`src/sv/bmpq_ram.sv`:
```
// Generic simple dual-port RAM, one write and one registered read per cycle.
`default_nettype none
module bmpq_ram #(
    parameter int WIDTH = 8,
    parameter int DEPTH = 16
) (
    input  wire logic                     i_clk,
    input  wire logic                     i_we,
    input  wire logic [$clog2(DEPTH)-1:0] i_waddr,
    input  wire logic [WIDTH-1:0]         i_wdata,
    input  wire logic [$clog2(DEPTH)-1:0] i_raddr,
    output      logic [WIDTH-1:0]         o_rdata
);
    logic [WIDTH-1:0] r_mem [DEPTH];
    logic [WIDTH-1:0] r_rdata;

    always_ff @(posedge i_clk) begin
        if (i_we) begin
            r_mem[i_waddr] <= i_wdata;
        end
        r_rdata <= r_mem[i_raddr];
    end

    assign o_rdata = r_rdata;
endmodule
`default_nettype wire

```
`config.mk`:
```
export PLATFORM = sky130hd
export DESIGN_NAME = bmpq_ram
export DESIGN_NICKNAME = d
export VERILOG_FILES = /design/src/sv/bmpq_ram.sv
export SDC_FILE = /design/constraint.sdc
export NUM_CORES = 1
export LEC_CHECK = 0
export BUFFER_PORTS_ARGS = -buffer_cell sky130_fd_sc_hd__buf_2
export CAP_MARGIN = 40
export CORE_MARGIN = 8
export CORE_UTILIZATION = 45
export CTS_CLUSTER_DIAMETER = 40
export DETAILED_ROUTE_END_ITERATION = 6
export PLACE_DENSITY = 0.72
export SLEW_MARGIN = 5
export SYNTH_ARGS = -nofsm -noshare
export SYNTH_HDL_FRONTEND = slang
export SYNTH_SLANG_ARGS = --single-unit
```
`constraint.sdc`:
```
create_clock -name i_clk -period 4.4 [get_ports i_clk]
set_input_delay 0.88 -clock i_clk [delete_from_list [all_inputs] [get_ports i_clk]]
set_output_delay 0.88 -clock i_clk [all_outputs]
set_load 0.01 [all_outputs]
```
==> flow_summary.json <==
{
  "grt_max_degree": 33,
  "wl_microns": 9980,
  "numPortBuffers": 25,
  "setup_viol": 0,
  "cts.reportedPaths.clkPinSlew_ns": 0.06,
  "place_area_sq_um": 5450,
  "finalWorstSetupSlack_ns": 2.12,
  "design_area_sq_um": 6070,
  "syn-instance-count": 229,
  "arrival_ns": 2.56,
  "rr_worst_depth": 3,
  "worstPathRequired_ns": 4.68,
  "reg2reg_from": "r_mem[10][4]",
  "syn_nets": 247,
  "grt_pass1_wl_microns": 15100,
  "stdcell_count": 427,
  "nets": 289,
  "cts_resized": 0,
  "period_share_pct": 51.8,
  "cts_tree": "yes",
  "reg2reg_to": "o_rdata[4]",
  "start_util_pct": 45.7,
  "post-place-cells": 395,
  "r2r_slack_ns": 3.01,
  "finalHoldViolations": 0,
  "min_period_ns": 2.28,
  "grt_antenna_before_repair": 0,
  "yosysSeqAreaShare_pct": 77.8,
  "gp_congestion": 0.741,
  "p_seq_share_pct": 47.7,
  "p_int_mw": 2.46,
  "drc": 0,
  "maxSlewHeadroom_pct": 40.9,
  "grt_pass1_vias": 2568,
  "dpl.hpwl_microns": 6400,
  "grt-ovfl-total": 0,
  "synth_cell_types": 19,
  "dieHeight_microns": 123,
  "fin_skew_ns": 0.00623,
  "end_kind": "register",
  "worst-setup-path-type": "primary input to register",
  "synth_area_sq_um": 5150,
  "vias_per_cell": 5.67,
  "totalPowerFinal_mw": 3.06,
  "n_antenna_cell": 0,
  "hold_end": "o_rdata[2]",
  "finalMaxSlewViolations": 0,
  "io-pin-count": 26,
  "final_antenna_net_count": 0,
  "path_max_fanout": 17,
  "clkSinkCount": 136,
  "insertion_delay_ns": 0.40,
  "wl_per_cell_microns": 23.4,
  "clk_path_buf_depth": 2,
  "swShare_pct": 19.6,
  "start_kind": "primary input",
  "vias": 2420,
  "cts-htree-levels": 4,
  "ir_worst_vdd_mv": 0.220,
  "drt_iter0_markers": 164,
  "cts_made_buffers": 17,
  "p_sw_uw": 599,
  "post_cts.repair.setup_buffers": 0,
  "die_w_microns": 123,
  "syn2layout_area_growth_pct": 17.9,
  "leakagePower_nw": 2.04,
  "core_area_sq_um": 11300,
  "finalCoreUtilization_pct": 53.8,
  "maxCapViolCount": 0,
  "outcome": "complete, no violations",
  "tightestPinTransition_ns": 0.881,
  "drtPass1Iterations": 7,
  "max_freq_mhz": 439,
  "globalRouteTotalUtil_pct": 14.2,
  "power_density_nw_per_um2": 504,
  "dp_slack_ns": 1.68,
  "rsz0062_at_grt": "no",
  "holdWs_ns": 0.671,
  "comb_power_share_pct": 4.3,
  "ys.warnings.count": 0,
  "hold_depth": 3,
  "num_rows": 39,
  "p_clk_share_pct": 48.0,
  "die-area_sq_um": 15100,
  "yosys_register_bits": 136,
  "clockRootBuffer": "clkbuf_16",
  "synth_area_per_cell_sq_um": 22.5,
  "hold_start": "r_mem[11][2]",
  "final_layout_size_suffix_gt1_share_pct": 29.6,
  "hp-class": "register to register",
  "fin_setup_tns_ns": 0,
  "cts_hold_buf": 0
}
==> final cells by class <==
| type | count | area (sq um) |
|---|---|---|
| fill | 826 | 5200 |
| sequential | 136 | 4000 |
| multi-input combinational | 83 | 1060 |
| clock buffer | 19 | 443 |
| timing repair buffer | 33 | 203 |
| clock inverter | 13 | 179 |
| tap | 143 | 179 |
==> critical path: stages <==
cell and delay (ns):
buf_2 0.44, buf_16 0.24, mux4_1 0.57, a22oi_1 0.33, nand2_1 0.09
==> cells by family after synthesis <==
family / share of synthesized area (%)
mux: 15.0
buf+inv: 1.68
compound gates: 2.33
simple gates: 3.18
flops: 77.8
==> power by group through the flow <==
| stage | registers, mW | clock network, mW | logic [mW] |
|---|---|---|---|
| detailed placement | 1.49 | 0 | 0.134 |
| global placement | 1.49 | 0 | 0.126 |
| finish | 1.46 | 1.47 | 0.133 |
| CTS | 1.46 | 1.48 | 0.136 |
| global route | 1.46 | 1.54 | 0.144 |
| floorplan | 1.49 | 0 | 0.0735 |
==> synthesized netlist by cell type <==
| cell | number | area (sq um) |
|---|---|---|
| edfxtp_1 | 128 | 3840 |
| mux4_2 | 18 | 405 |
| a22oi_1 | 16 | 120 |
| mux4_1 | 14 | 368 |
| nor2_1 | 13 | 48.8 |
| nand2_1 | 9 | 33.8 |
| dfxtp_1 | 8 | 160 |
| nor3_1 | 4 | 20.0 |
| buf_2 | 3 | 15.0 |
| buf_6 | 3 | 33.8 |
| clkdlybuf4s25_2 | 3 | 30.0 |
| nand2b_1 | 2 | 12.5 |
| nand3b_1 | 2 | 15.0 |
| and2_1 | 1 | 6.26 |
| and2b_1 | 1 | 7.51 |
| buf_4 | 1 | 7.51 |
| nand3_1 | 1 | 5.00 |
| nor2b_1 | 1 | 6.26 |
| or3b_2 | 1 | 8.76 |
==> per-layer routing <==
| metal | up-vias | wire [microns] | track usage [%] |
|---|---|---|---|
| li1 | 1060 | - | - |
| met1 | 1270 | 4410 | 18.8 |
| met2 | 81 | 4860 | 22.0 |
| met3 | 9 | 588 | 3.47 |
| met4 | 0 | 125 | 6.55 |
| met5 | - | 0 | 0 |
==> worst max-delay path by stage <==
stage,endpoint,from,cells past startpoint
floorplan,r_mem[0][0],i_waddr[2],2
global placement,o_rdata[4],i_raddr[0],4
detailed placement,o_rdata[4],i_raddr[0],5
CTS,o_rdata[4],i_raddr[0],5
global route,o_rdata[4],i_raddr[0],5
finish,o_rdata[4],i_raddr[0],5
==> cells in the final DEF, fill, tap and decap left out, drive strengths merged, types with 5 or more instances in the layout <==
master / synthesis / layout
nand2: 9 / 9
buf: 7 / 33
edfxtp: 128 / 128
clkinv: 0 / 5
nor2: 13 / 13
clkbuf: 0 / 19
dfxtp: 8 / 8
a22oi: 16 / 16
mux4: 32 / 32
==> state kept, by name, summed over array words and instances (netlist names) <==
signal,cells
r_mem,128
o_rdata,8
Note: power is estimated with default switching activity, not from simulation.
